File: config.mk
export PLATFORM = sky130hd
export DESIGN_NAME = psd_div_cell
export DESIGN_NICKNAME = d
export VERILOG_FILES = /design/src/psd_pkg.sv /design/src/psd_div_cell.sv
export SDC_FILE = /design/constraint.sdc
export NUM_CORES = 1
export LEC_CHECK = 0
export BUFFER_PORTS_ARGS = -buffer_cell sky130_fd_sc_hd__clkbuf_2
export CORE_MARGIN = 4
export CORE_UTILIZATION = 25
export CTS_BUF_LIST = sky130_fd_sc_hd__clkbuf_2 sky130_fd_sc_hd__clkbuf_4 sky130_fd_sc_hd__clkbuf_8
export CTS_CLUSTER_DIAMETER = 200
export CTS_CLUSTER_SIZE = 14
export DETAILED_ROUTE_END_ITERATION = 8
export PLACE_DENSITY = 0.6
export SYNTH_ARGS = -nofsm -noshare
export SYNTH_HDL_FRONTEND = slang
export SYNTH_SLANG_ARGS = --single-unit
File: constraint.sdc
create_clock -name clk -period 3.25 [get_ports clk]
set_input_delay 0.4875 -clock clk [delete_from_list [all_inputs] [get_ports clk]]
set_output_delay 0.4875 -clock clk [all_outputs]
set_load 0.1 [all_outputs]
File: src/psd_pkg.sv
`default_nettype none
// ----------------------------------------------------------------------------
// psd_pkg
// Shared widths, types and constants of the point to segment distance core.
// ----------------------------------------------------------------------------
package psd_pkg;

  localparam int CoordBits = 32;
  localparam int FracBits  = 32;
  localparam int DiffBits  = CoordBits + 1;
  localparam int MagBits   = CoordBits;
  localparam int ProdBits  = 2 * MagBits;
  localparam int SumBits   = ProdBits + 1;
  localparam int NumBits   = SumBits + 1;
  localparam int TBits     = FracBits + 1;
  localparam int OffBits   = DiffBits + 1;
  // The radicand is padded to an even width so the root digits pair up from bit 0.
  localparam int SqBits    = 2 * OffBits + 2;
  localparam int RootBits  = (SqBits + 1) / 2;
  localparam int DistBits  = 33;

  // Division stage payload: remainder, quotient so far and the operands.
  typedef struct packed {
    logic                       valid;
    logic [NumBits-1:0]         rem;
    logic [SumBits-1:0]         den;
    logic [TBits-1:0]           quo;
    logic signed [DiffBits-1:0] rx;
    logic signed [DiffBits-1:0] ry;
    logic signed [DiffBits-1:0] dx;
    logic signed [DiffBits-1:0] dy;
  } div_beat_t;

  // Square root stage payload.
  typedef struct packed {
    logic                valid;
    logic [SqBits-1:0]   rad;
    logic [RootBits+1:0] rem;
    logic [RootBits-1:0] root;
  } sqrt_beat_t;

endpackage
`default_nettype wire

File: src/psd_div_cell.sv
`default_nettype none
// ----------------------------------------------------------------------------
// psd_div_cell
// One restoring division step of the projection fraction, registered.
// ----------------------------------------------------------------------------
module psd_div_cell (
  input  wire                     clk,
  input  wire                     rst_n,
  input  wire                     en,
  input  wire psd_pkg::div_beat_t din,
  output psd_pkg::div_beat_t      dout
);

  psd_pkg::div_beat_t beat_r, beat_nxt;
  logic [psd_pkg::NumBits-1:0] shifted;

  // Shift the remainder, compare against the squared length, subtract.
  always_comb begin
    beat_nxt = din;
    shifted  = {din.rem[psd_pkg::NumBits-2:0], 1'b0};
    if (shifted >= {1'b0, din.den}) begin
      beat_nxt.rem = shifted - {1'b0, din.den};
      beat_nxt.quo = {din.quo[psd_pkg::TBits-2:0], 1'b1};
    end else begin
      beat_nxt.rem = shifted;
      beat_nxt.quo = {din.quo[psd_pkg::TBits-2:0], 1'b0};
    end
  end

  always_ff @(posedge clk) begin
    if (!rst_n) begin
      beat_r.valid <= 1'b0;
    end else if (en) begin
      beat_r.valid <= din.valid;
    end
    if (en) begin
      beat_r.rem  <= beat_nxt.rem;
      beat_r.den  <= beat_nxt.den;
      beat_r.quo  <= beat_nxt.quo;
      beat_r.rx   <= beat_nxt.rx;
      beat_r.ry   <= beat_nxt.ry;
      beat_r.dx   <= beat_nxt.dx;
      beat_r.dy   <= beat_nxt.dy;
    end
  end

  assign dout = beat_r;

endmodule
`default_nettype wire

# ---- Word-level counts from Yosys, hierarchy flattened
# Index checks and enable logic that the tools add are counted.
dict set report totals {
  reg_bits 297
  inputBits 300
  output_inout_bits 297
  word_cells 13
}
dict set report op_classes {
  addsub 1
  n_lt_le_gt_ge 1
  n_mux 2
}
# op count
set op_table {}
lappend op_table {{$ge A66 B65 Y1} 1}
lappend op_table {{$mux W66} 1}
lappend op_table {{$sub A66 B65 Y66} 1}
lappend op_table {{$mux W1} 1}

# ---- Longest topological paths before layout
dict set report depth {
  ltp_word 2
  depth_mapped 14
  mapped_depth_nobuf 12
}

# ---- Worst setup path after synthesis
# OpenSTA, ideal clock, no wires.
dict set report synth_path {
  kind {in2reg}
  start {input din[177] in the netlist's numbering}
  end {register beat_r, in the netlist dout[286], data pin}
  setup_ps 262
  t_arrival_ps 3006
  required_ps 2988
  setup_slack_ps -18
  stages 12
  n_path_buf 1
  path_cell_list {inv_1 > ha_1 > a21oi_1 > nand2_1 > a2111oi_0 > nand3_1 > a2111oi_1 > nor2_1 > a31oi_4 > buf_4 > inv_2 > mux2_1}
}
# item line
set synth_lines {}
lappend synth_lines {{from (decl)} psd_div_cell.sv:10} ;# input wire psd_pkg::div_beat_t din,
lappend synth_lines {{to (decl)} psd_div_cell.sv:14} ;# psd_pkg::div_beat_t beat_r, beat_nxt;

==> summary.md <==
| Metric | Value |
|---|---|
| RSZ-0062 raised after global routing | `no` |
| Clk buf depth | `3` |
| Starting Density | `25.46%` |
| DR vias | `12690` |
| CTS Root Cell | `clkbuf_8` |
| Sequential cell area fraction in the yosys report | `64.50%` |
| DP HPWL | `just under 50000 um` |
| Gr usage total | `19.36%` |
| Drt via density | `~4.5` |
| Fin nets | `approximately 2500` |
| Yosys cell types | `68` |
| Pre-CTS setup slack | `-0.6308 ns` |
| Clock Skew | `0 ns` |
| H-tree level count | `1` |
| Worst-Skew Late Latency | `0.61 ns` |
| Most common cell in the synthesized netlist | `edfxtp_1` |
| Rows | `85` |
| Post-route clock period utilization | `96.27%` |
| Hold path cells | `1` |
| Leak pwr | `9.870 nW` |
| R2R depth | `2` |
| Final setup violation count | `0` |
| Congestion Overflow GR | `0` |
| CP Launch Type | `input pin` |
| Ports | `approximately 600` |
| Post-synth EDFFs | `between 200 and 300` |
| Area leader, netlist | `edfxtp_1` |
| Synth area leaders | `edfxtp_1, ha_1, o21ai_0` |
| Post-Synthesis Net Count | `1465` |
| Dpl cell area | `between 15000 and 20000 sq um` |
| Placed Cells incl. Taps | `2573` |
| Power after layout | `12.04 mW` |
| Share of power burned in combinational logic | `42.0%` |
| Worst Path Buf+Inv | `4` |
| Core Region | `54240 sq um` |
| Hold Startpoint | `din[204]` |
| Post-route insts no fill | `2822` |
| CTS tree | `built` |
| Vias in the first global route | `13380` |
| Worst-Margin Slew | `0.6941 ns` |
| Post-synth top cells | `edfxtp_1, nand2_1, o21ai_0` |
| F_max | `approximately 320 MHz` |
| Req. time, crit path | `3.66 ns` |
| CP Capture Type | `flip-flop` |
| Max incr delay on CP | `0.52 ns` |
| Int Power | `6.715 mW` |
| CP Max Fanout | `3` |
| Setup slack, reg-to-reg | `about 2.7 ns` |
| Asr flop ratio synth | `0%` |
| Die width | `roughly 240 um` |
| Num Clock Sinks | `297` |
| Layout area overhead | `58.64%` |
| Setup TNS | `0 ns` |
| Pin count of the biggest net entering global routing | `75` |
| Crit-path leading delay family | `compound AO/OA/AOI/OAI gates` |
| Synth Flop Type | `edfxtp_1` |
| Final core occ | `40.39%` |
| Clk slew on worst S/H paths | `0.11 ns` |
| Max_cap viols | `0` |
| Die ar. | `59070 sq um` |
| Seq pwr share | `39.7%` |
| CP Class | `in2reg` |
| Die height | `about 240 um` |
| Wire per inst | `21.36 um` |
| Multi-input gate area | `4549 sq um` |
| Hold WS | `approximately 0.076 ns` |
| 1st-iter DRT viols | `543` |
| Drt pass-1 iters | `5` |
| Mapped cell area | `13810 sq um` |
| Critical path arrival | `3.54 ns` |
| Clock Power Share | `18.3%` |
| Gate Count Post-Synth | `between 1000 and 1500` |
| Final WL | `between 60000 and 70000 um` |
| Relative slew slack | `around 54%` |
| Pwr dens | `around 550 nW/um^2` |
| Register area | `8909 sq um` |
| Synth Area per Inst | `12.57 sq um` |
| Finished Cell Area | `21910 sq um` |
| CP max-delay cell | `dlygate4sd3_1` |
| Status | `completed` |
| # fillers | `between 5000 and 6000` |
| Layout cells sized above 1 | `42.10%` |
| Final hold violation count | `0` |
| I/O Buffers | `594` |
| Final WS setup | `~0.12 ns` |
| Final Max Slew Viols | `0` |
| Crit path cell chain | `dlygate4sd3_1, clkbuf_2, inv_1, ha_1, and3_1, and4_1, nand3_1, a2111o_1, a22oi_2, buf_4, a21oi_2, o41ai_2, xnor2_1, o21ai_2` |
| Synth top area share | `64.36%` |
| Post-DRT Antenna Nets | `0` |
| Yosys reg bits | `297` |
| FF-to-FF Start | `dout[296]$_SDFFE_PN0P_` |
| Final Critical Period | `3.129 ns` |
| First-pass GRT wire length | `86480 um` |
| Sw Share | `44.21%` |
| Synth warn | `0` |
| Gpl congestion | `0.9369` |
| Worst hold path endpoint | `dout[204]$_DFFE_PP_` |
| DRC viols | `0` |
| R2R Path End | `dout[296]$_SDFFE_PN0P_` |
| Max reg flops | `297` |
| VDD IR max | `0.3868 mV` |
| Num CTS Buffers | `25` |
| Initial antenna violation count | `10` |
| Psw | `5.322 mW` |
| HP Class | `in2reg` |
-- cells in the final DEF (no fill, tap or decap), types with 4 or more instances in the layout --
| cell type | synthesis | layout |
|---|---|---|
| clkbuf_2 | 0 | 593 |
| edfxtp_1 | 296 | 296 |
| buf_4 | 1 | 220 |
| dlygate4sd3_1 | 0 | 202 |
| nand2_1 | 114 | 114 |
| o21ai_0 | 90 | 88 |
| a21oi_1 | 87 | 83 |
| inv_1 | 82 | 82 |
| ha_1 | 65 | 65 |
| nor2_1 | 49 | 48 |
| a21o_1 | 34 | 34 |
| xor2_1 | 31 | 31 |
| xnor2_1 | 28 | 28 |
| clkbuf_8 | 0 | 25 |
| nand4_1 | 23 | 23 |
| o21bai_1 | 18 | 17 |
| nand3_1 | 15 | 15 |
| clkbuf_4 | 0 | 12 |
| nor3_1 | 12 | 10 |
| a31oi_1 | 7 | 7 |
| o21a_1 | 7 | 7 |
| a21oi_2 | 2 | 6 |
| nor4_1 | 7 | 6 |
| diode_2 | 0 | 5 |
| nand2b_1 | 5 | 5 |
| and2_1 | 5 | 5 |
| o211ai_1 | 5 | 5 |
| a21boi_0 | 6 | 5 |
| mux2_2 | 4 | 4 |
| buf_12 | 0 | 4 |
-- layout make-up --
class                   instances  share of cell area (%)
diodes                          5                 0.05711
clock buffers                  37                   1.982
clock inverters                 2                  0.1256
inverters                      83                   1.422
multi-input cells             678                   20.76
flip-flops and latches        297                   40.66
well taps                     696                   3.975
repair buffers               1024                   31.01
-- worst register-to-register path, cell delays in order, from the launching register on --
cell     delay [ns]
dfxtp_1        0.32
mux2i_1        0.12
nor2b_1        0.06
-- power by group through the flow --
stage / combinational (mW) / clock [mW] / sequential (mW)
2_1_floorplan: 0.802 / 0 / 7.50
3_3_place_gp: 4.81 / 0 / 4.86
3_5_place_dp: 4.83 / 0 / 4.86
4_1_cts: 5.05 / 2.33 / 4.78
5_1_grt: 5.28 / 2.47 / 4.81
6_report: 5.06 / 2.20 / 4.78
-- how the worst max path moves through the flow --
| stage | depth (start not counted) | start | slack, ns | endpoint |
|---|---|---|---|---|
| finish | 14 | din[188] | 0.12 | dout[293]$_DFFE_PP_ |
| global route | 14 | din[210] | 0.005 | dout[289]$_DFFE_PP_ |
| CTS | 14 | din[210] | 0.03 | dout[294]$_DFFE_PP_ |
| detailed placement | 14 | din[176] | -0.63 | dout[294]$_DFFE_PP_ |
| global placement | 14 | din[176] | -0.65 | dout[294]$_DFFE_PP_ |
| floorplan | 12 | din[177] | 0.001 | dout[286]$_DFFE_PP_ |
-- routing by layer --
layer  track usage [%]  part of all wire, %  vias to the layer above
met2             35.58                   51                      457
met1             21.38                   38                     6026
met3             5.342                  7.0                       89
li1                  -                    -                     6107
met4             6.875                  4.0                       10
met5                 0                0.098                        -
-- cell families after synthesis --
| family | share of synthesized area [%] |
|---|---|
| compound gates | 13.72 |
| xor+xnor | 3.742 |
| fa+ha+maj | 6.034 |
| buf+inv | 3.461 |
| flops | 64.50 |
| mux | 0.4801 |
| simple gates | 8.063 |
-- repair_timing --
action | in CTS | in global routing
resized for setup | 0 | 29
hold buffers | 202 | 0
hold endpoints to repair | 202 | 0
setup buffers | 0 | 2
endpoints found under the setup margin | 0 | 65
Note: power is estimated with default switching activity, not from simulation.
