`config.mk`:
```
export PLATFORM = sky130hd
export DESIGN_NAME = psd_sqrt_cell
export DESIGN_NICKNAME = d
export VERILOG_FILES = /design/src/psd_pkg.sv /design/src/psd_sqrt_cell.sv
export SDC_FILE = /design/constraint.sdc
export NUM_CORES = 1
export LEC_CHECK = 0
export BUFFER_PORTS_ARGS = -buffer_cell sky130_fd_sc_hd__buf_4
export CAP_MARGIN = 20
export CELL_PAD_IN_SITES_DETAIL_PLACEMENT = 1
export CELL_PAD_IN_SITES_GLOBAL_PLACEMENT = 1
export CORE_MARGIN = 10
export CORE_UTILIZATION = 40
export CTS_BUF_LIST = sky130_fd_sc_hd__clkbuf_4
export CTS_CLUSTER_SIZE = 16
export DETAILED_ROUTE_END_ITERATION = 8
export PLACE_DENSITY = 0.88
export SYNTH_ARGS = -nofsm -noshare
export SYNTH_HDL_FRONTEND = slang
export SYNTH_SLANG_ARGS = --single-unit
```
`constraint.sdc`:
```
create_clock -name clk -period 9.6 [get_ports clk]
set_input_delay 1.92 -clock clk [delete_from_list [all_inputs] [get_ports clk]]
set_output_delay 1.92 -clock clk [all_outputs]
set_load 0.05 [all_outputs]
```
`src/psd_pkg.sv`:
```
`default_nettype none
// ----------------------------------------------------------------------------
// psd_pkg
// Shared widths, types and constants of the point to segment distance core.
// ----------------------------------------------------------------------------
package psd_pkg;

  localparam int CoordBits = 32;
  localparam int FracBits  = 32;
  localparam int DiffBits  = CoordBits + 1;
  localparam int MagBits   = CoordBits;
  localparam int ProdBits  = 2 * MagBits;
  localparam int SumBits   = ProdBits + 1;
  localparam int NumBits   = SumBits + 1;
  localparam int TBits     = FracBits + 1;
  localparam int OffBits   = DiffBits + 1;
  // The radicand is padded to an even width so the root digits pair up from bit 0.
  localparam int SqBits    = 2 * OffBits + 2;
  localparam int RootBits  = (SqBits + 1) / 2;
  localparam int DistBits  = 33;

  // Division stage payload: remainder, quotient so far and the operands.
  typedef struct packed {
    logic                       valid;
    logic [NumBits-1:0]         rem;
    logic [SumBits-1:0]         den;
    logic [TBits-1:0]           quo;
    logic signed [DiffBits-1:0] rx;
    logic signed [DiffBits-1:0] ry;
    logic signed [DiffBits-1:0] dx;
    logic signed [DiffBits-1:0] dy;
  } div_beat_t;

  // Square root stage payload.
  typedef struct packed {
    logic                valid;
    logic [SqBits-1:0]   rad;
    logic [RootBits+1:0] rem;
    logic [RootBits-1:0] root;
  } sqrt_beat_t;

endpackage
`default_nettype wire

```
`src/psd_sqrt_cell.sv`:
```
`default_nettype none
// ----------------------------------------------------------------------------
// psd_sqrt_cell
// One digit of a restoring integer square root, registered.
// ----------------------------------------------------------------------------
module psd_sqrt_cell (
  input  wire                      clk,
  input  wire                      rst_n,
  input  wire                      en,
  input  wire psd_pkg::sqrt_beat_t din,
  output psd_pkg::sqrt_beat_t      dout
);

  psd_pkg::sqrt_beat_t beat_r, beat_nxt;
  logic [psd_pkg::RootBits+1:0] trial;
  logic [psd_pkg::RootBits+1:0] cand;

  // Bring down two radicand bits and try the next root bit.
  always_comb begin
    beat_nxt      = din;
    beat_nxt.rad  = {din.rad[psd_pkg::SqBits-3:0], 2'b00};
    trial = {din.rem[psd_pkg::RootBits-1:0], din.rad[psd_pkg::SqBits-1:psd_pkg::SqBits-2]};
    cand  = {din.root, 2'b01};
    if (trial >= cand) begin
      beat_nxt.rem  = trial - cand;
      beat_nxt.root = {din.root[psd_pkg::RootBits-2:0], 1'b1};
    end else begin
      beat_nxt.rem  = trial;
      beat_nxt.root = {din.root[psd_pkg::RootBits-2:0], 1'b0};
    end
  end

  always_ff @(posedge clk) begin
    if (!rst_n) begin
      beat_r.valid <= 1'b0;
    end else if (en) begin
      beat_r.valid <= din.valid;
    end
    if (en) begin
      beat_r.rad  <= beat_nxt.rad;
      beat_r.rem  <= beat_nxt.rem;
      beat_r.root <= beat_nxt.root;
    end
  end

  assign dout = beat_r;

endmodule
`default_nettype wire

```
Word level (Yosys, flattened, before mapping). Index checks and enable logic that the tools add are counted.

Bits of input ports: 146. Word-level logic and storage cells: 7. Flip-flop bits (word level): 141. Output and inout bits: 143.

$add $sub $neg: 1. $lt $le $gt $ge: 1. Mux-type cells: 1.

Operator list (count): two-way mux 72 bit (1); greater-or-equal comparator 37 bit (1); subtractor 37 bit (1).

Depth between registers and ports, before layout. Gate-level depths: netlist of run 1.

Depth after elaboration: 2. Mapped depth: 14. Mapped depth without buffers: 10.

Least setup slack after synthesis of run 1. Ideal clock, no wire load.

Path type: input -> register. From: in din[1] (netlist name). To: reg beat_r, in the netlist dout[69], data pin. Arrival: 4161 ps. Library setup time: 259 ps. Setup slack: 5180 ps. Stages on the path: 11. Path buffers: 2. Path through: inv_1 > ha_1 > o21ai_2 > a221oi_2 > o211ai_2 > a211oi_2 > a2111oi_2 > o41a_1 > buf_6 > buf_6 > o31a_1.

RTL lines: start: declaration (RTL line psd_sqrt_cell.sv:10) `input wire psd_pkg::sqrt_beat_t din,`; end: declaration (RTL line psd_sqrt_cell.sv:14) `psd_pkg::sqrt_beat_t beat_r, beat_nxt;`.

==> reports/summary.log, run 1 <==
[run_status] outcome completed
[finish] final layout net count 1038
[logic_synthesis] most frequently used cell type in the post-synthesis netlist sky130_fd_sc_hd__edfxtp_1
[finish] post-route insts no fill 1089
[sta] post-layout minimum cycle time 4.808 ns
[floorplanning] Initial Utilization 41.05%
[logic_synthesis] number of flops mapped to enable cells by yosys 140
[sta] measured slew at the worst slew-check pin 1.029 ns
[critical_path] worst endpoint required time 9.93 ns
[place] number of cells in the design after placement 1056
[routing] Iter 0 DRT Violations 313
[logic_synthesis] Synth Flop Type sky130_fd_sc_hd__edfxtp_1
[routing] final WL 26420 um
[logic_synthesis] share of the yosys chip area belonging to registers 61.83%
[critical_path] largest driver fanout on the critical path 71
[routing] number of iterations in the first detailed-routing pass 5
[logic_synthesis] warnings from Yosys 0
[place] DP Wirelength 19800 um
[clock_tree] clk root buf sky130_fd_sc_hd__clkbuf_4
[place] setup slack after placement 4.229 ns
[logic_synthesis] fraction of post-synthesis cell area in the top cell type by area 61.54%
[finish] area growth from synthesis to layout 38.31%
[logic_synthesis] share of flip-flops with an asynchronous set or reset after synthesis 0%
[place] instance area after placement 9160 sq um
[sta] fin. max-slew vios 0
[clock_tree] TritonCTS clock tree yes
[clock_tree] setup fix buffers added after clock tree synthesis 0
[grt] pin count of the biggest net entering global routing 78
[critical_path] Critical Path Start Type input port
[sta] minimum hold slack 0.6708 ns
[critical_path] Worst Setup Path Type input port to flop
[routing] DRC violation count after routing 0
[grt] initial antenna violation count 1
[sta] share of the clock period used by the worst path after layout 50.09%
[logic_synthesis] average size of a mapped cell 12.05 sq um
[routing] via-per-instance ratio 5.283
[finish] number of flip-flops in the largest register 141
[power] power density over the cells 185.0 nW/um^2
[place] final RePlAce weighted congestion 0.8676
[logic_synthesis] gate count of the mapped netlist 567
[floorplanning] Die Outline Area 22710 sq um
[logic_synthesis] area leader, netlist sky130_fd_sc_hd__edfxtp_1
[sta] count of final setup violators 0
[grt] global-route wire length before repair 38720 um
[routing] mean routed wirelength per cell 24.26 um
[grt] Remaining Overflow, GRT 0
[hold_path] class of the most critical hold timing path flop to flop
[floorplanning] Die Ht 150.7 um
[logic_synthesis] netlist area before placement 6832 sq um
[clock_tree] clock slew at the register clock pins of the worst setup and hold paths 0.14 ns
[sta] worst setup skew after layout 0 ns
[sta] Final Hold Fails 0
[floorplanning] area of the core region 16640 sq um
[place] Port Buffers 284
[logic_synthesis] count of different cell masters after synthesis 52
[clock_tree] number of gates given a new drive strength after cts 0
[logic_synthesis] synthesis-stage register bit count 141
[grt] Global Route Usage Sum 22.62%
[power] leakage power of the design 4.129 nW
[critical_path] crit path capture type flop
[sta] maximum clock rate 0.2080 GHz
[floorplanning] I/O pin count 289
[routing] total via count after detailed routing 5753
[routing] DRT antenna net count 0
[sta] Total Neg Setup Slack 0 ns
[clock_tree] count of hold-fix buffers inserted at cts 0
[clock_tree] clk_lat worst skew 0.57 ns
[power] worst-case vdd ir drop 0.08456 mV
[clock_tree] maximum clock insertion buffer count 2
[logic_synthesis] list of most frequent post-synthesis cells sky130_fd_sc_hd__edfxtp_1 (140), sky130_fd_sc_hd__nand2_1 (63), sky130_fd_sc_hd__inv_1 (49)
[critical_path] data arrival time of the worst path 5.14 ns
[floorplanning] Die X-Extent 150.7 um
[clock_tree] clock net sink count 141
[floorplanning] row cnt 47
[grt] number of global-route vias before repair 6180
[clock_tree] total clock buffers created by CTS 17
[logic_synthesis] leading cell types by total area after synthesis sky130_fd_sc_hd__edfxtp_1 (62%), sky130_fd_sc_hd__ha_1 (6.8%), sky130_fd_sc_hd__nand2_1 (3.5%)
[clock_tree] H-tree level count 4
[finish] Finished Cell Area 9449 sq um
[sta] RSZ-0062 raised after global routing no
[sta] smallest setup slack after layout 4.792 ns
[sta] max_slew headroom 31.42%
[finish] fraction of layout instances using a drive strength above 1 38.02%
[job] Max Cap Viol 0
[cells by family (layout without fill, tap and decap cells)]
group	count (synthesis)	after routing	synth area share (%)
and+or+nand+nor	136	136	8.919
AOI/OAI and AO/OA	149	149	13.52
muxes	4	4	0.6044
adders and majority gates	37	37	6.776
buffers and inverters	67	367	4.194
xor gates and xnor gates	32	32	4.103
other	1	3	0.05489
DFF	141	141	61.83
[worst paths after layout]
| check | start | end | slack (ns) | cells after the start |
|---|---|---|---|---|
| setup / recovery | din[8] | dout[66] | 4.79 | 12 |
| hold / removal | dout[142] | dout[142] | 0.67 | 2 |
| setup reg to reg | dout[142] | dout[142] | 8.85 | 2 |
| hold reg to reg | dout[142] | dout[142] | 0.67 | 2 |
[final cells by class]
| cell class | instances | area (sq um) |
|---|---|---|
| Antenna cell | 1 | 2.502 |
| Clock buffer | 19 | 142.6 |
| Clock inverter | 13 | 143.9 |
| Fill cell | 1777 | 7193 |
| Inverter | 49 | 183.9 |
| Multi-Input combinational cell | 360 | 2326 |
| Sequential cell | 141 | 4224 |
| Tap cell | 220 | 275.3 |
| Timing Repair Buffer | 286 | 2151 |
[power by group]
group          internal [mW]  leakage (nW)  switching (mW)  total, mW
clock network          0.162         0.147           0.252      0.414
logic                  0.180          2.60           0.387      0.566
registers              0.747          1.38          0.0204      0.768
total                   1.09          4.13           0.659       1.75
[placed cells by master (no fill, tap or decap), drive strengths merged, types with 2 or more instances in the layout]
master    instances
o31ai             6
a211oi            5
or3               3
mux2i             3
a22oi             2
bufinv            2
a21o              9
nand3             7
a21oi            45
nor3              9
nor2             26
clkbuf           19
nor2b             3
a31oi             3
clkinvlp          3
inv              51
buf             286
xnor2            20
or2               2
conb              2
o211ai            5
o21ai            55
nand2b            7
o21bai            5
edfxtp          140
nand2            63
o31a              2
xor2             12
nand4             7
and3              2
clkinv            6
o22ai             2
ha               37
nor4              5
[routing by layer]
layer  up-vias  share of wire, %  track usage, %
met5         -                 0               0
met4         0               2.1           6.256
met3        37                11           9.064
met2       262                52           41.51
met1      2801                35           23.27
li1       2653                 -               -
[stage by stage]
stage	util (%)	power, mW
floorplan	-	1.137
global placement	55.04	1.323
detailed placement	55.04	1.343
CTS	56.76	1.757
global route	56.78	1.813
finish	56.78	1.748
[critical path, cell delays in order]
cell                        delay (ns)
sky130_fd_sc_hd__buf_4            0.09
sky130_fd_sc_hd__inv_1            0.04
sky130_fd_sc_hd__ha_1             0.33
sky130_fd_sc_hd__a21oi_1          0.33
sky130_fd_sc_hd__o2111ai_1        0.19
sky130_fd_sc_hd__o211ai_2         0.37
sky130_fd_sc_hd__a211oi_2         0.18
sky130_fd_sc_hd__a2111oi_2        0.45
sky130_fd_sc_hd__o41a_2           0.22
sky130_fd_sc_hd__buf_4            0.57
sky130_fd_sc_hd__inv_1            0.14
sky130_fd_sc_hd__mux2_2           0.30
Note: power is estimated with default switching activity, not from simulation.
==> inputs of run 2 (changes only) <==
--- a/config.mk
+++ b/config.mk
@@ -5,16 +5,17 @@
 export SDC_FILE = /design/constraint.sdc
 export NUM_CORES = 1
 export LEC_CHECK = 0
+export ABC_AREA = 1
 export BUFFER_PORTS_ARGS = -buffer_cell sky130_fd_sc_hd__buf_4
 export CAP_MARGIN = 20
 export CELL_PAD_IN_SITES_DETAIL_PLACEMENT = 1
 export CELL_PAD_IN_SITES_GLOBAL_PLACEMENT = 1
 export CORE_MARGIN = 10
-export CORE_UTILIZATION = 40
+export CORE_UTILIZATION = 38
 export CTS_BUF_LIST = sky130_fd_sc_hd__clkbuf_4
 export CTS_CLUSTER_SIZE = 16
 export DETAILED_ROUTE_END_ITERATION = 8
-export PLACE_DENSITY = 0.88
+export PLACE_DENSITY = 0.84
 export SYNTH_ARGS = -nofsm -noshare
 export SYNTH_HDL_FRONTEND = slang
 export SYNTH_SLANG_ARGS = --single-unit
==> constraint.sdc (replaced) <==
create_clock -name clk -period 4.45 [get_ports clk]
set_input_delay 0.89 -clock clk [delete_from_list [all_inputs] [get_ports clk]]
set_output_delay 0.89 -clock clk [all_outputs]
set_load 0.05 [all_outputs]
==> reports/summary.log, run 2 <==
[critical_path] Worst R2R End dout[142] [unchanged]
[clock_tree] clock net sink count 141 [unchanged]
[logic_synthesis] share of flip-flops with an asynchronous set or reset after synthesis 0% [unchanged]
[job] Max Cap Viol 0 [unchanged]
[critical_path] max incr delay on CP 0.37 ns [was 0.57 ns]
[logic_synthesis] netlist area before placement 7959 sq um [was 6832 sq um]
[finish] final layout net count 1352 [was 1038]
[clock_tree] total clock buffers created by CTS 17 [unchanged]
[critical_path] crit path capture type flop [unchanged]
[place] DP Wirelength 23870 um [was 19800 um]
[power] power share of the combinational group 34.9% [was 32.4%]
[sta] measured slew at the worst slew-check pin 1.050 ns [was 1.029 ns]
[routing] DRT antenna net count 0 [unchanged]
[clock_tree] count of hold-fix buffers inserted at cts 0 [unchanged]
[place] number of cells in the design after placement 1420 [was 1056]
[grt] number of global-route vias before repair 7308 [was 6180]
[floorplanning] I/O pin count 289 [unchanged]
[hold_path] Worst Hold Launch din[115] [was dout[142]]
[finish] area growth from synthesis to layout 32.86% [was 38.31%]
[floorplanning] Die Ht 164.7 um [was 150.7 um]
[clock_tree] clk_lat worst skew 0.55 ns [was 0.57 ns]
[hold_path] depth of the worst hold-timing path 1 [was 2]
[routing] Iter 0 DRT Violations 326 [was 313]
[power] Switching Fraction 40.32% [was 37.72%]
[hold_path] class of the most critical hold timing path input port to flop [was flop to flop]
[logic_synthesis] warnings from Yosys 0 [unchanged]
[hold_path] capture endpoint of the worst hold path dout[117] [was dout[142]]
[finish] fraction of layout instances using a drive strength above 1 31.08% [was 38.02%]
[power] net load switching power 1.522 mW [was 0.6594 mW]
[logic_synthesis] count of different cell masters after synthesis 35 [was 52]
[finish] number of flip-flops in the largest register 141 [unchanged]
[clock_tree] clock slew at the register clock pins of the worst setup and hold paths 0.16 ns [was 0.14 ns]
[sta] RSZ-0062 raised after global routing no [unchanged]
[finish] commonest cells after routing, fill and taps aside sky130_fd_sc_hd__nand2_1 (289), sky130_fd_sc_hd__buf_4 (283), sky130_fd_sc_hd__inv_1 (148) [was sky130_fd_sc_hd__buf_4 (285), sky130_fd_sc_hd__edfxtp_1 (140), sky130_fd_sc_hd__nand2_1 (63)]
[grt] initial antenna violation count 1 [unchanged]
[run_status] outcome completed [unchanged]
[floorplanning] row cnt 52 [was 47]
[power] Sequential Power Share 43.7% [was 43.9%]
[grt] global-route wire length before repair 42750 um [was 38720 um]
[critical_path] Slowest cell on crit path sky130_fd_sc_hd__ha_1 [was sky130_fd_sc_hd__buf_4]
[grt] Global Route Usage Sum 20.76% [was 22.62%]
[routing] DRC violation count after routing 0 [unchanged]
[sta] worst setup skew after layout 0 ns [unchanged]
[logic_synthesis] fraction of post-synthesis cell area in the top cell type by area 52.82% [was 61.54%]
[routing] via-per-instance ratio 4.752 [was 5.283]
[critical_path] worst-case register-to-register setup slack 3.74 ns [was 8.85 ns]
[power] leakage power of the design 5.249 nW [was 4.129 nW]
[sta] count of final setup violators 0 [unchanged]
[sta] Final Hold Fails 0 [unchanged]
[critical_path] ordered list of cells on the worst path buf_4 > inv_1 > ha_1 > nand2_1 > inv_1 > nand2_1 > nand2_1 > a21oi_2 > nand2_1 > nand2_1 > nand4_2 > buf_12 > nand3_1 > nand2_1 [was buf_4 > inv_1 > ha_1 > a21oi_1 > o2111ai_1 > o211ai_2 > a211oi_2 > a2111oi_2 > o41a_2 > buf_4 > inv_1 > mux2_2]
[logic_synthesis] share of the yosys chip area belonging to registers 53.07% [was 61.83%]
[logic_synthesis] average size of a mapped cell 9.075 sq um [was 12.05 sq um]
[routing] total via count after detailed routing 6905 [was 5753]
[grt] Remaining Overflow, GRT 0 [unchanged]
[critical_path] depth of the worst register-to-register path 2 [unchanged]
[clock_tree] setup fix buffers added after clock tree synthesis 0 [unchanged]
[power] proportion of power drawn by the clock network 21.4% [was 23.7%]
[critical_path] worst r2r src dout[142] [unchanged]
[critical_path] worst endpoint required time 4.77 ns [was 9.93 ns]
[logic_synthesis] list of most frequent post-synthesis cells sky130_fd_sc_hd__nand2_1 (289), sky130_fd_sc_hd__inv_1 (148), sky130_fd_sc_hd__edfxtp_1 (140) [was sky130_fd_sc_hd__edfxtp_1 (140), sky130_fd_sc_hd__nand2_1 (63), sky130_fd_sc_hd__inv_1 (49)]
[floorplanning] Initial Utilization 38.96% [was 41.05%]
[critical_path] Critical Path Start Type input port [unchanged]
[critical_path] data arrival time of the worst path 3.09 ns [was 5.14 ns]
[logic_synthesis] synthesis-stage register bit count 141 [unchanged]
[clock_tree] H-tree level count 4 [unchanged]
[place] final RePlAce weighted congestion 0.8485 [was 0.8676]
[logic_synthesis] number of flops mapped to enable cells by yosys 140 [unchanged]
[sta] share of the clock period used by the worst path after layout 62.21%
[finish] post-route insts no fill 1453 [was 1089]
[clock_tree] TritonCTS clock tree yes [unchanged]
[floorplanning] Die X-Extent 164.7 um [was 150.7 um]
[logic_synthesis] most frequently used cell type in the post-synthesis netlist sky130_fd_sc_hd__nand2_1 [was sky130_fd_sc_hd__edfxtp_1]
[power] worst-case vdd ir drop 0.1447 mV [was 0.08456 mV]
[finish] most common cell after layout, fill and taps aside sky130_fd_sc_hd__nand2_1 [was sky130_fd_sc_hd__buf_4]
[power] power density over the cells 356.9 nW/um^2 [was 185.0 nW/um^2]
[place] Port Buffers 284 [unchanged]
[critical_path] Worst Setup Path Type input port to flop [unchanged]
[sta] Total Neg Setup Slack 0 ns [unchanged]
[critical_path] largest driver fanout on the critical path 27 [was 71]
[power] internal power 2.253 mW [was 1.089 mW]
[sta] fin. max-slew vios 0 [unchanged]
[critical_path] most used cell, CP sky130_fd_sc_hd__nand2_1
[floorplanning] Die Outline Area 27130 sq um [was 22710 sq um]
[clock_tree] maximum clock insertion buffer count 2 [unchanged]
[clock_tree] number of gates given a new drive strength after cts 0 [unchanged]
[logic_synthesis] leading cell types by total area after synthesis sky130_fd_sc_hd__edfxtp_1 (53%), sky130_fd_sc_hd__nand2_1 (14%), sky130_fd_sc_hd__inv_1 (7.0%) [was sky130_fd_sc_hd__edfxtp_1 (62%), sky130_fd_sc_hd__ha_1 (6.8%), sky130_fd_sc_hd__nand2_1 (3.5%)]
[routing] number of iterations in the first detailed-routing pass 4 [was 5]
[logic_synthesis] area leader, netlist sky130_fd_sc_hd__edfxtp_1 [unchanged]
[routing] mean routed wirelength per cell 20.09 um [was 24.26 um]
[sta] post-layout minimum cycle time 2.768 ns
[logic_synthesis] Synth Flop Type sky130_fd_sc_hd__edfxtp_1 [unchanged]
[logic_synthesis] gate count of the mapped netlist 877 [was 567]
[floorplanning] area of the core region 20430 sq um [was 16640 sq um]
[power] total design power 3.774 mW [was 1.748 mW]
[sta] maximum clock rate 0.3613 GHz
[routing] final WL 29200 um [was 26420 um]
[grt] pin count of the biggest net entering global routing 85 [was 78]
[sta] max_slew headroom 29.98% [was 31.42%]
[clock_tree] clk root buf sky130_fd_sc_hd__clkbuf_4 [unchanged]
-- run 2: cell count changes in the layout (fill, tap and decap cells not counted), sizes merged, moves of 9 or more --
| cell | previous run | this run |
|---|---|---|
| a21oi | 45 | 27 |
| inv | 51 | 156 |
| nand2 | 63 | 299 |
| nand3 | 7 | 79 |
| nand3b | 1 | 10 |
| nor2 | 26 | 67 |
| o21ai | 55 | 9 |
| xnor2 | 20 | 2 |
-- run 2: worst max-delay path by stage --
stage	slack, ns	depth (start not counted)	start	to
floorplan	1.91	16	din[6]	dout[51]
global placement	1.17	12	din[24]	dout[64]
detailed placement	1.08	12	din[25]	dout[64]
CTS	1.70	14	din[9]	dout[64]
global route	1.53	14	din[9]	dout[56]
finish	1.68	14	din[18]	dout[56]
-- run 2: layer usage --
metal	up-vias	GRT usage [%]	part of all wire (%)	wire length, um
met3	19	5.029	6.6	1919
met5	-	0	0	0
met4	0	4.630	0.99	288
li1	3412	-	-	-
met2	200	37.91	52	15120
met1	3274	23.96	41	11870
-- run 2: worst max-delay path, delay by kind of cell --
family	cells	cell delay [ns]
buffers and inverters	4	0.51
adders and majority gates	1	0.37
AOI/OAI and AO/OA	1	0.23
and+or+nand+nor	8	1.04
-- run 2: final cells by class --
| class | instances | area (sq um) |
|---|---|---|
| fill | 2438 | 9856 |
| sequential | 141 | 4224 |
| multi-input combinational | 572 | 3009 |
| timing repair buffer | 286 | 2176 |
| inverter | 151 | 566.8 |
| tap | 270 | 337.8 |
| clock buffer | 17 | 127.6 |
| clock inverter | 14 | 127.6 |
| antenna | 2 | 5.005 |
-- run 2: cells by family after synthesis --
kind of cell    after synthesis  synth area share [%]
buf+inv                     165                 9.181
compound gates               45                 3.144
fa+ha+maj                    37                 5.817
xor+xnor                     19                 2.091
other cells                   1               0.04712
simple gates                469                 26.65
flops                       141                 53.07
-- run 2: power groups by stage --
stage          Sequential, mW  Clock, mW  Combinational (mW)
2_1_floorplan            2.13          0               0.407
3_3_place_gp             1.67          0                1.31
3_5_place_dp             1.68          0                1.33
4_1_cts                  1.65      0.840                1.34
5_1_grt                  1.66      0.880                1.41
6_report                 1.65      0.808                1.32
-- run 2: through the flow --
| stage | hold slack, ns | worst slack [ns] | area (sq um) | util [%] |
|---|---|---|---|---|
| 6_report | 0.4893 | 1.682 | 10570 | 51.76 |
| 5_1_grt | 0.4354 | 1.529 | 10570 | 51.76 |
| 4_1_cts | 0.4439 | 1.703 | 10570 | 51.73 |
| 3_5_place_dp | 0.5588 | 1.082 | 10310 | 50.48 |
| 3_3_place_gp | 0.5285 | 1.168 | 10310 | 50.48 |
| 2_1_floorplan | 0.7535 | 1.910 | 7963 | - |
